[src/rtl/assert_macros.svh]
// Assertion helpers; each expects clk and rst_n in the using module.
`ifndef ASSERT_MACROS_SVH
`define ASSERT_MACROS_SVH
`ifndef NO_ASSERTIONS
// Same-cycle implication
`define CHK_IMPL(lbl, ante, cons) \
  lbl: assert property (@(posedge clk) disable iff (!rst_n) (ante) |-> (cons)) \
    else $error("check failed");
// Next-cycle implication
`define CHK_NEXT(lbl, ante, cons) \
  lbl: assert property (@(posedge clk) disable iff (!rst_n) (ante) |=> (cons)) \
    else $error("check failed");
`else
`define CHK_IMPL(lbl, ante, cons)
`define CHK_NEXT(lbl, ante, cons)
`endif
`endif

[src/rtl/lfr_pkg.sv]
package lfr_pkg;

  // Item operations
  typedef enum logic [1:0] {
    OP_BYTE    = 2'd0,
    OP_TICK    = 2'd1,
    OP_RELEASE = 2'd2,
    OP_READ    = 2'd3
  } lfr_op_t;

  // Register indexes
  localparam int unsigned REG_ADDR_W = 2;
  typedef enum logic [REG_ADDR_W-1:0] {
    REG_START = 2'd0,
    REG_END   = 2'd1,
    REG_WAIT  = 2'd2
  } lfr_reg_t;

  // Register reset values
  localparam logic [7:0]  START_RESET = 8'd187;
  localparam logic [7:0]  END_RESET   = 8'd126;
  localparam logic [15:0] WAIT_RESET  = 16'd1000;

  // Frame layout
  localparam int unsigned HDR_BYTES      = 5;
  localparam int unsigned FRAME_OVERHEAD = 7;
  localparam int unsigned LEN_HI_POS     = 3;
  localparam int unsigned LEN_LO_POS     = 4;
  localparam int unsigned LEN_SUM_W      = 17;
  localparam int unsigned OUT_LEN_W      = 9;

  // Queue between front and back
  localparam int unsigned Q_DEPTH = 2;
  localparam int unsigned Q_PTR_W = $clog2(Q_DEPTH);
  localparam int unsigned Q_CNT_W = $clog2(Q_DEPTH + 1);

  typedef struct packed {
    lfr_op_t    op;
    logic [7:0] rx_byte;
    logic [7:0] read_index;
  } lfr_cmd_t;

  typedef struct packed {
    logic                 frame_ready;
    logic [OUT_LEN_W-1:0] frame_length;
    logic                 read_hit;
    logic                 timed_out;
    logic                 byte_taken;
  } lfr_res_t;

endpackage

[src/rtl/lfr_if.sv]
// Input item channel
interface lfr_in_if;
  import lfr_pkg::*;
  logic       valid;
  logic       ready;
  logic [1:0] kind;
  logic [7:0] rx_byte;
  logic [7:0] read_index;
  modport source (output valid, kind, rx_byte, read_index, input ready);
  modport sink   (input valid, kind, rx_byte, read_index, output ready);
endinterface

// Result item channel
interface lfr_out_if;
  import lfr_pkg::*;
  logic                 valid;
  logic                 ready;
  logic                 frame_ready;
  logic [OUT_LEN_W-1:0] frame_length;
  logic [7:0]           read_data;
  logic                 timed_out;
  logic                 byte_taken;
  modport source (output valid, frame_ready, frame_length, read_data, timed_out,
                  byte_taken, input ready);
  modport sink   (input valid, frame_ready, frame_length, read_data, timed_out,
                  byte_taken, output ready);
endinterface

// Register write channel
interface lfr_cfg_if;
  import lfr_pkg::*;
  logic                  valid;
  logic                  ready;
  logic [REG_ADDR_W-1:0] addr;
  logic [15:0]           data;
  modport source (output valid, addr, data, input ready);
  modport sink   (input valid, addr, data, output ready);
endinterface

[src/rtl/lfr_front.sv]
`include "assert_macros.svh"

module lfr_front (
  input  logic              clk,
  input  logic              rst_n,
  lfr_in_if.sink            in_chan,
  output logic              q_valid,
  input  logic              q_ready,
  output lfr_pkg::lfr_cmd_t q_cmd
);
  import lfr_pkg::*;

  lfr_cmd_t             entry_r [Q_DEPTH];
  logic [Q_PTR_W-1:0]   wr_ptr_r, wr_ptr_nxt;
  logic [Q_PTR_W-1:0]   rd_ptr_r, rd_ptr_nxt;
  logic [Q_CNT_W-1:0]   count_r, count_nxt;
  logic                 push, pop;
  lfr_cmd_t             cmd_in;

  // Classify the incoming item
  always_comb begin
    cmd_in.rx_byte    = in_chan.rx_byte;
    cmd_in.read_index = in_chan.read_index;
    cmd_in.op         = lfr_op_t'(in_chan.kind);
  end

  assign in_chan.ready = (count_r != Q_CNT_W'(Q_DEPTH));
  assign push          = in_chan.valid && in_chan.ready;
  assign q_valid       = (count_r != '0);
  assign pop           = q_valid && q_ready;
  assign q_cmd         = entry_r[rd_ptr_r];

  // Pointer and count update
  always_comb begin
    wr_ptr_nxt = wr_ptr_r;
    rd_ptr_nxt = rd_ptr_r;
    count_nxt  = count_r;
    if (push) begin
      wr_ptr_nxt = wr_ptr_r + Q_PTR_W'(1);
    end
    if (pop) begin
      rd_ptr_nxt = rd_ptr_r + Q_PTR_W'(1);
    end
    if (push && !pop) begin
      count_nxt = count_r + Q_CNT_W'(1);
    end else if (pop && !push) begin
      count_nxt = count_r - Q_CNT_W'(1);
    end
  end

  always_ff @(posedge clk) begin
    if (!rst_n) begin
      wr_ptr_r <= '0;
      rd_ptr_r <= '0;
      count_r  <= '0;
    end else begin
      wr_ptr_r <= wr_ptr_nxt;
      rd_ptr_r <= rd_ptr_nxt;
      count_r  <= count_nxt;
    end
  end

  // Queue entries
  always_ff @(posedge clk) begin
    if (push) begin
      entry_r[wr_ptr_r] <= cmd_in;
    end
  end

  `CHK_IMPL(a_count_bound, 1'b1, count_r <= Q_CNT_W'(Q_DEPTH))
  `CHK_NEXT(a_count_up, push && !pop, count_r == $past(count_r) + Q_CNT_W'(1))
  `CHK_IMPL(a_ptr_count, 1'b1, (wr_ptr_r == rd_ptr_r) == (count_r != Q_CNT_W'(1)))

endmodule

[src/rtl/lfr_back.sv]
`include "assert_macros.svh"

module lfr_back #(
  parameter int FRAME_CAPACITY = 256
) (
  input  logic              clk,
  input  logic              rst_n,
  input  logic              q_valid,
  output logic              q_ready,
  input  lfr_pkg::lfr_cmd_t q_cmd,
  lfr_cfg_if.sink           cfg_chan,
  lfr_out_if.source         out_chan
);
  import lfr_pkg::*;

  localparam int FW = $clog2(FRAME_CAPACITY + 1);
  localparam int AW = $clog2(FRAME_CAPACITY);
  localparam logic [FW-1:0]        CAP_F = FW'(FRAME_CAPACITY);
  localparam logic [LEN_SUM_W-1:0] CAP_E = LEN_SUM_W'(FRAME_CAPACITY);

  // Frame store
  logic [7:0] mem [FRAME_CAPACITY];
  logic [7:0] mem_rd_r;

  // Registers and frame state
  logic [7:0]  start_r, end_r;
  logic [15:0] wait_r;
  logic [FW-1:0] fill_r, fill_nxt;
  logic        closed_r, closed_nxt;
  logic [15:0] idle_r, idle_nxt;
  logic [7:0]  len_hi_r, len_hi_nxt;
  logic [7:0]  len_lo_r, len_lo_nxt;

  // Output register
  logic     out_valid_r;
  lfr_res_t out_r;

  logic                 exec;
  logic                 mem_we;
  logic [AW-1:0]        mem_waddr;
  logic [AW-1:0]        rd_addr;
  logic [FW-1:0]        fill_inc;
  logic [LEN_SUM_W-1:0] expected;
  logic                 taken;
  logic                 rd_hit;
  logic [7:0]           b;

  assign exec    = q_valid && (!out_valid_r || out_chan.ready);
  assign q_ready = !out_valid_r || out_chan.ready;
  assign b       = q_cmd.rx_byte;
  assign rd_addr = AW'(q_cmd.read_index);
  assign fill_inc = fill_r + FW'(1);

  // Register writes
  assign cfg_chan.ready = 1'b1;
  always_ff @(posedge clk) begin
    if (!rst_n) begin
      start_r <= START_RESET;
      end_r   <= END_RESET;
      wait_r  <= WAIT_RESET;
    end else if (cfg_chan.valid) begin
      unique case (cfg_chan.addr)
        REG_START: start_r <= cfg_chan.data[7:0];
        REG_END:   end_r   <= cfg_chan.data[7:0];
        REG_WAIT:  wait_r  <= cfg_chan.data;
        default: ;
      endcase
    end
  end

  // Execute one item
  always_comb begin
    fill_nxt   = fill_r;
    closed_nxt = closed_r;
    idle_nxt   = idle_r;
    len_hi_nxt = len_hi_r;
    len_lo_nxt = len_lo_r;
    mem_we     = 1'b0;
    mem_waddr  = fill_r[AW-1:0];
    taken      = 1'b0;
    rd_hit     = 1'b0;
    expected   = '0;
    if (exec) begin
      unique case (q_cmd.op)
        OP_BYTE: begin
          if (!closed_r && !(fill_r == '0 && b != start_r) && fill_r < CAP_F) begin
            taken    = 1'b1;
            mem_we   = 1'b1;
            fill_nxt = fill_inc;
            idle_nxt = wait_r;
            if (fill_r == FW'(LEN_HI_POS)) begin
              len_hi_nxt = b;
            end
            if (fill_r == FW'(LEN_LO_POS)) begin
              len_lo_nxt = b;
            end
            expected = {1'b0, len_hi_nxt, len_lo_nxt} + LEN_SUM_W'(FRAME_OVERHEAD);
            if (fill_inc >= FW'(HDR_BYTES)) begin
              if (expected > CAP_E) begin
                fill_nxt = '0;
              end else if (LEN_SUM_W'(fill_inc) >= expected) begin
                if (LEN_SUM_W'(fill_inc) == expected && b == end_r) begin
                  closed_nxt = 1'b1;
                end else if (b == start_r) begin
                  // drop and reopen with this byte at the head
                  fill_nxt  = FW'(1);
                  mem_waddr = '0;
                end else begin
                  fill_nxt = '0;
                end
              end
            end
          end
        end
        OP_TICK: begin
          if (idle_r != '0) begin
            idle_nxt = idle_r - 16'd1;
          end
        end
        OP_RELEASE: begin
          fill_nxt   = '0;
          closed_nxt = 1'b0;
        end
        OP_READ: begin
          rd_hit = LEN_SUM_W'(q_cmd.read_index) < LEN_SUM_W'(fill_r);
        end
        default: ;
      endcase
    end
  end

  always_ff @(posedge clk) begin
    if (!rst_n) begin
      fill_r   <= '0;
      closed_r <= 1'b0;
      idle_r   <= WAIT_RESET;
      len_hi_r <= '0;
      len_lo_r <= '0;
    end else begin
      fill_r   <= fill_nxt;
      closed_r <= closed_nxt;
      idle_r   <= idle_nxt;
      len_hi_r <= len_hi_nxt;
      len_lo_r <= len_lo_nxt;
    end
  end

  // Store write and registered read
  always_ff @(posedge clk) begin
    if (mem_we) begin
      mem[mem_waddr] <= b;
    end
    if (exec && q_cmd.op == OP_READ) begin
      mem_rd_r <= mem[rd_addr];
    end
  end

  // Result register
  always_ff @(posedge clk) begin
    if (!rst_n) begin
      out_valid_r <= 1'b0;
    end else if (exec) begin
      out_valid_r <= 1'b1;
    end else if (out_chan.ready) begin
      out_valid_r <= 1'b0;
    end
  end

  always_ff @(posedge clk) begin
    if (exec) begin
      out_r.frame_ready  <= closed_nxt;
      out_r.frame_length <= OUT_LEN_W'(fill_nxt);
      out_r.read_hit     <= rd_hit;
      out_r.timed_out    <= (idle_nxt == '0);
      out_r.byte_taken   <= taken;
    end
  end

  assign out_chan.valid        = out_valid_r;
  assign out_chan.frame_ready  = out_r.frame_ready;
  assign out_chan.frame_length = out_r.frame_length;
  assign out_chan.read_data    = out_r.read_hit ? mem_rd_r : 8'd0;
  assign out_chan.timed_out    = out_r.timed_out;
  assign out_chan.byte_taken   = out_r.byte_taken;

  `CHK_IMPL(a_fill_cap, 1'b1, fill_r <= CAP_F)
  `CHK_IMPL(a_closed_min, closed_r, LEN_SUM_W'(fill_r) >= LEN_SUM_W'(FRAME_OVERHEAD))
  `CHK_NEXT(a_closed_hold, closed_r && !(exec && q_cmd.op == OP_RELEASE), closed_r)
  `CHK_NEXT(a_tick_no_take, exec && q_cmd.op == OP_TICK, out_r.byte_taken == 1'b0)

endmodule

[src/rtl/length_delimited_frame_receiver_top.sv]
// Length-delimited frame receiver.
// in_chan carries one item per handshake: a received byte, an idle tick,
// a frame release or a read of a stored byte. out_chan returns exactly one
// result item per input item, in order: frame_ready, frame_length,
// read_data, timed_out and byte_taken after that item.
// cfg_chan writes start_byte, end_byte and wait_ticks by index; it is
// always ready. It is to be used only while no item is in flight; the
// block itself does not enforce this.
// An accepted item is registered in the front queue, then passes from the
// queue through the execute stage into the result register.
// Throughput: one item per cycle while out_chan takes results, set by the
// single write or read of the frame store per item in the execute stage.
// A two-entry queue parts the front from the execute stage, and the result
// register lets the next item execute in the cycle its result is taken. A
// stalled receiver fills the result register, then the queue, then drops
// in_chan.ready.
// Reset (rst_n low, synchronous) restores register defaults, empties the
// frame and reloads the idle counter; store contents are left as they are.

module length_delimited_frame_receiver_top #(
  parameter int FRAME_CAPACITY = 256
) (
  input  logic       clk,
  input  logic       rst_n,
  lfr_in_if.sink     in_chan,
  lfr_out_if.source  out_chan,
  lfr_cfg_if.sink    cfg_chan
);
  import lfr_pkg::*;

  logic     q_valid;
  logic     q_ready;
  lfr_cmd_t q_cmd;

  lfr_front u_front (
    .clk     (clk),
    .rst_n   (rst_n),
    .in_chan (in_chan),
    .q_valid (q_valid),
    .q_ready (q_ready),
    .q_cmd   (q_cmd)
  );

  lfr_back #(
    .FRAME_CAPACITY (FRAME_CAPACITY)
  ) u_back (
    .clk      (clk),
    .rst_n    (rst_n),
    .q_valid  (q_valid),
    .q_ready  (q_ready),
    .q_cmd    (q_cmd),
    .cfg_chan (cfg_chan),
    .out_chan (out_chan)
  );

endmodule
[src/flat_wrapper.sv]
// flat-port wrapper written by rule: the top's interface ports become plain ports
module length_delimited_frame_receiver_top_flat import lfr_pkg::*;
#(
  parameter int FRAME_CAPACITY = 256
)
  (clk, rst_n, in_chan_valid, in_chan_kind, in_chan_rx_byte, in_chan_read_index, in_chan_ready, out_chan_valid, out_chan_frame_ready, out_chan_frame_length, out_chan_read_data, out_chan_timed_out, out_chan_byte_taken, out_chan_ready, cfg_chan_valid, cfg_chan_addr, cfg_chan_data, cfg_chan_ready);
  lfr_in_if in_chan_i ();
  lfr_out_if out_chan_i ();
  lfr_cfg_if cfg_chan_i ();
  input  logic clk;
  input  logic rst_n;
  input wire logic [$bits(in_chan_i.valid)-1:0] in_chan_valid;
  input wire logic [$bits(in_chan_i.kind)-1:0] in_chan_kind;
  input wire logic [$bits(in_chan_i.rx_byte)-1:0] in_chan_rx_byte;
  input wire logic [$bits(in_chan_i.read_index)-1:0] in_chan_read_index;
  output wire logic [$bits(in_chan_i.ready)-1:0] in_chan_ready;
  output wire logic [$bits(out_chan_i.valid)-1:0] out_chan_valid;
  output wire logic [$bits(out_chan_i.frame_ready)-1:0] out_chan_frame_ready;
  output wire logic [$bits(out_chan_i.frame_length)-1:0] out_chan_frame_length;
  output wire logic [$bits(out_chan_i.read_data)-1:0] out_chan_read_data;
  output wire logic [$bits(out_chan_i.timed_out)-1:0] out_chan_timed_out;
  output wire logic [$bits(out_chan_i.byte_taken)-1:0] out_chan_byte_taken;
  input wire logic [$bits(out_chan_i.ready)-1:0] out_chan_ready;
  input wire logic [$bits(cfg_chan_i.valid)-1:0] cfg_chan_valid;
  input wire logic [$bits(cfg_chan_i.addr)-1:0] cfg_chan_addr;
  input wire logic [$bits(cfg_chan_i.data)-1:0] cfg_chan_data;
  output wire logic [$bits(cfg_chan_i.ready)-1:0] cfg_chan_ready;
  assign in_chan_i.valid = in_chan_valid;
  assign in_chan_i.kind = in_chan_kind;
  assign in_chan_i.rx_byte = in_chan_rx_byte;
  assign in_chan_i.read_index = in_chan_read_index;
  assign in_chan_ready = in_chan_i.ready;
  assign out_chan_valid = out_chan_i.valid;
  assign out_chan_frame_ready = out_chan_i.frame_ready;
  assign out_chan_frame_length = out_chan_i.frame_length;
  assign out_chan_read_data = out_chan_i.read_data;
  assign out_chan_timed_out = out_chan_i.timed_out;
  assign out_chan_byte_taken = out_chan_i.byte_taken;
  assign out_chan_i.ready = out_chan_ready;
  assign cfg_chan_i.valid = cfg_chan_valid;
  assign cfg_chan_i.addr = cfg_chan_addr;
  assign cfg_chan_i.data = cfg_chan_data;
  assign cfg_chan_ready = cfg_chan_i.ready;
  length_delimited_frame_receiver_top #(.FRAME_CAPACITY(FRAME_CAPACITY)) u_core (.clk(clk), .rst_n(rst_n), .in_chan(in_chan_i), .out_chan(out_chan_i), .cfg_chan(cfg_chan_i));
endmodule
[config.mk]
export PLATFORM = sky130hd
export DESIGN_NAME = length_delimited_frame_receiver_top_flat
export DESIGN_NICKNAME = d
export VERILOG_FILES = /design/src/rtl/lfr_pkg.sv /design/src/rtl/lfr_if.sv /design/src/rtl/lfr_front.sv /design/src/rtl/lfr_back.sv /design/src/rtl/length_delimited_frame_receiver_top.sv /design/src/flat_wrapper.sv
export VERILOG_INCLUDE_DIRS = /design/src /design/src/rtl
export SDC_FILE = /design/constraint.sdc
export NUM_CORES = 2
export LEC_CHECK = 0
export BUFFER_PORTS_ARGS = -buffer_cell sky130_fd_sc_hd__buf_4
export CAP_MARGIN = 15
export CORE_MARGIN = 2
export CORE_UTILIZATION = 40
export DETAILED_ROUTE_END_ITERATION = 10
export SLEW_MARGIN = 5
export SYNTH_ARGS = -nofsm -noshare
export SYNTH_HDL_FRONTEND = slang
export SYNTH_SLANG_ARGS = --single-unit
[constraint.sdc]
create_clock -name clk -period 7.83 [get_ports clk]
set_input_delay 0.3915 -clock clk [delete_from_list [all_inputs] [get_ports clk]]
set_output_delay 0.3915 -clock clk [all_outputs]
set_load 0.05 [all_outputs]
==> flow_summary_export.csv <==
group,metric,value,unit
run_status,status,"finished, final reports clean",
clocking,cts_htree_levels,4,
floorplan,die_w,474.9,microns
critical_path,worstSetupStartpointType,"flop",
critical_path,cp_top_family,"simple AND/OR/NAND/NOR gates",
synth,synth_top_area_share,71.26,%
timing,clock_skew,0.05071,ns
finish,seqCellArea,64810,sq um
clocking,cts_tree,"done",
grt,gr-total-overflow,0,
timing,setup_tns,0,ns
clocking,clock-root-buffer,"clkbuf_16",
critical_path,reg2reg_slack,1.14,ns
placement,portBuffers,62,
critical_path,cpPeakStageDelay,0.92,ns
finish,nNetsFinal,7039,
grt,grt_use_total,21.54,%
synth,synth_area,88710,sq um
floorplan,dieArea,225500,sq um
hold_path,min_path_type,"in -> reg",
timing,period_needed,6.693,ns
critical_path,r2r_start,"u_core.u_back.fill_r[1]",
route,via_per_inst,5.722,
timing,hold_viol,0,
synth,synth_cell_types,82,
synth,ys_top_cells_by_area,"edfxtp_1, nand2_1, nand3_1",
timing,timing.final.crit_share,85.47,%
hold_path,min_from,"cfg_chan_valid",
floorplan,start_util,40.29,%
grt,grt_pass1_wl,362.0,mm
placement,globalplace.congestion,0.8995,
floorplan,placementRows,172,
route,postRouteAntennaNets,0,
finish,drive_gt1_share,7.612,%
finish,synthToLayoutAreaGrowth,12.51,%
critical_path,end_kind,"flop",
critical_path,reg2regPathDepth,17,
synth,async_flop_share,0,%
timing,max_slew_margin,20.75,%
power,power.internal,22010,uW
critical_path,crit_buf_inv,2,
clocking,clk_path_buf_depth,3,
timing,whs,0.05708,ns
clocking,post_cts_buffers,0,
synth,synth_edf_count,2105,
critical_path,r2r-end,"u_core.u_back.mem[196][0]",
power,swShare,33.10,%
floorplan,core,220200,sq um
clocking,clock-sinks,2185,
run,drv_cap,0,
power,totalPowerFinal,32900,uW
synth,synth_flop_cell,"edfxtp_1",
synth,ys_ff_latch,2185,
synth,synthesis.nets,7100,
power,pwr-share-comb,25.5,%
synth,synth_area_per_cell,12.61,sq um
route,drt-pass1-iter-count,7,
grt,antenna_found_initial,6,
critical_path,critPathMaxFanout,27,
critical_path,crit_arrival,7.18,ns
finish,multi_input_area,21880,sq um
clocking,worstSkewPairLatency,0.87,ns
power,vdd_drop_max,0.3261,mV
timing,setup_viol,0,
floorplan,boundaryPins,64,
critical_path,path_cells,"inv_1 -> ha_1 -> or4bb_1 -> or2_1 -> o21ai_0 -> ha_1 -> inv_1 -> ha_1 -> nor2b_1 -> o21ai_0 -> a21oi_1 -> o41a_1 -> o21ai_0 -> nor2_1 -> a31o_4 -> or4_1 -> nor2_1",
route,drt_wl_total,248.0,mm
finish,mostFrequentLayoutCells,"edfxtp_1, nand2_1, nand3_1",
finish,nFillCells,19498,
timing,rsz0062_at_grt,"no",
power,power_density,329.6,nW/um^2
clocking,clk_pin_slew,0.07,ns
grt,first_global_vias,56066,
synth,yosys_warnings,0,
timing,worstMarginPinSlew,1.185,ns
timing,max_freq,149.4,MHz
critical_path,crit_slowest_cell,"or4_1",
synth,synth_top_area_cell,"edfxtp_1",
hold_path,hold_end,"u_core.u_back.end_r[7]",
placement,dpl.hpwl,144.1,mm
critical_path,cp_data_required_time,8.32,ns
power,p_seq_share,42.6,%
power,leakagePower,0.03370,uW
route,drc,0,
finish,layout_commonest_cell,"edfxtp_1",
route,drt_iter0_markers,7473,
critical_path,path_class,"reg -> reg",
route,vias,57917,
route,wl_per_cell,24.51,microns
grt,grt_max_degree,206,
floorplan,die-height,474.9,microns
hold_path,hold_depth,5,
clocking,cts_buffers,217,
power,p_switching,10890,uW
synth,syn_inst,7037,
timing,slew_violations,0,
synth,yosysSeqAreaShare,73.06,%
power,p_clk_share,31.9,%
==> worst max path at each step <==
stage	startpoint	end	cells after the start
after CTS	u_core.u_back.fill_r[1]	u_core.u_back.mem[196][4]	17
final	u_core.u_back.fill_r[1]	u_core.u_back.mem[196][0]	17
after global routing	u_core.u_back.fill_r[1]	u_core.u_back.mem[196][0]	17
after global placement	u_core.u_back.fill_r[1]	u_core.u_back.mem[211][6]	17
after detailed placement	u_core.u_back.fill_r[1]	u_core.u_back.mem[196][1]	17
after floorplan	flop	u_core.u_back.mem[103][0]	18
==> power groups by stage <==
stage,Combinational [uW],Sequential [uW],Clock (uW)
after floorplan,4930,14400,0
after global placement,8230,14200,0
after detailed placement,8270,14200,0
after CTS,8310,14000,10600
after global routing,8960,14000,11100
final,8400,14000,10500
==> flip-flops by register name, summed over array words and instances, names as in the netlist, 2 cells and up, named ones only <==
name / flops
u_core.u_back.wait_r: 16
u_core.u_back.fill_r: 9
u_core.u_back.len_hi_r: 8
u_core.u_back.out_chan.frame_length: 9
u_core.u_front.count_r: 2
u_core.u_back.start_r: 8
u_core.u_front.entry_r: 36
u_core.u_back.mem: 2048
u_core.u_back.len_lo_r: 8
u_core.u_back.idle_r: 16
u_core.u_back.mem_rd_r: 8
u_core.u_back.end_r: 8
==> timing repair <==
item	4_1_cts	5_1_grt
hold buffers	51	0
setup endpoints to repair	0	0
resized for setup	0	0
hold endpoints to repair	82	0
==> synth_stat cells, types with 23 or more instances <==
master / count
inv_1: 35
and3_1: 232
a32o_1: 64
dfxtp_1: 80
nor2_1: 198
o22ai_1: 33
a32oi_1: 65
mux2i_1: 112
a221oi_1: 82
buf_1: 74
a31oi_1: 231
and2_1: 23
clkbuf_1: 381
edfxtp_1: 2105
nand2_1: 2051
a21oi_1: 39
nand3_1: 749
buf_2: 34
xnor2_1: 26
nor3_1: 149
o21ai_0: 30
==> tightest hold or removal path, cell delays in order <==
cell,delay (ns)
buf_4,0.12
nand2_1,0.07
nor2_1,0.12
nand2_1,0.11
a21oi_1,0.06
==> layout make-up <==
class	instances	share of cell area (%)
Clock buffer	260	5.655
Antenna cell	3	0.007522
Inverter	38	0.2106
Tap cell	2958	3.708
Clock inverter	143	1.542
Timing Repair Buffer	224	2.013
Sequential cell	2185	64.94
Multi-Input combinational cell	4310	21.92
==> routing by layer <==
| metal | vias up | share of wire [%] | global-route usage, % |
|---|---|---|---|
| li1 | 25760 | - | - |
| met1 | 28817 | 42 | 30.13 |
| met2 | 2905 | 46 | 33.68 |
| met3 | 435 | 8.9 | 3.893 |
| met4 | 0 | 3.3 | 7.700 |
| met5 | - | 0 | 0 |
==> kinds of logic after synthesis <==
kind of cell / Yosys count / share of synthesized area, %
flip-flops: 2185 / 73.06
other: 1 / 0.004227
adder cells (fa/ha/maj): 22 / 0.3103
multiplexers: 120 / 1.403
buffers and inverters: 542 / 2.418
AO/OA/AOI/OAI: 649 / 5.428
AND/OR/NAND/NOR: 3485 / 17.05
XOR/XNOR: 33 / 0.3258
==> through the flow <==
stage | util, % | cells | cell area, sq um | worst slack (ns)
2_1_floorplan | - | 7037 | 88710 | 0.4399
3_3_place_gp | 41.82 | 9657 | 92060 | 1.294
3_5_place_dp | 41.82 | 9657 | 92060 | 1.273
4_1_cts | 45.31 | 10111 | 99760 | 1.262
5_1_grt | 45.33 | 10119 | 99800 | 0.9757
6_report | 45.33 | 10121 | 99810 | 1.137
(Power assumes the default switching activity.)
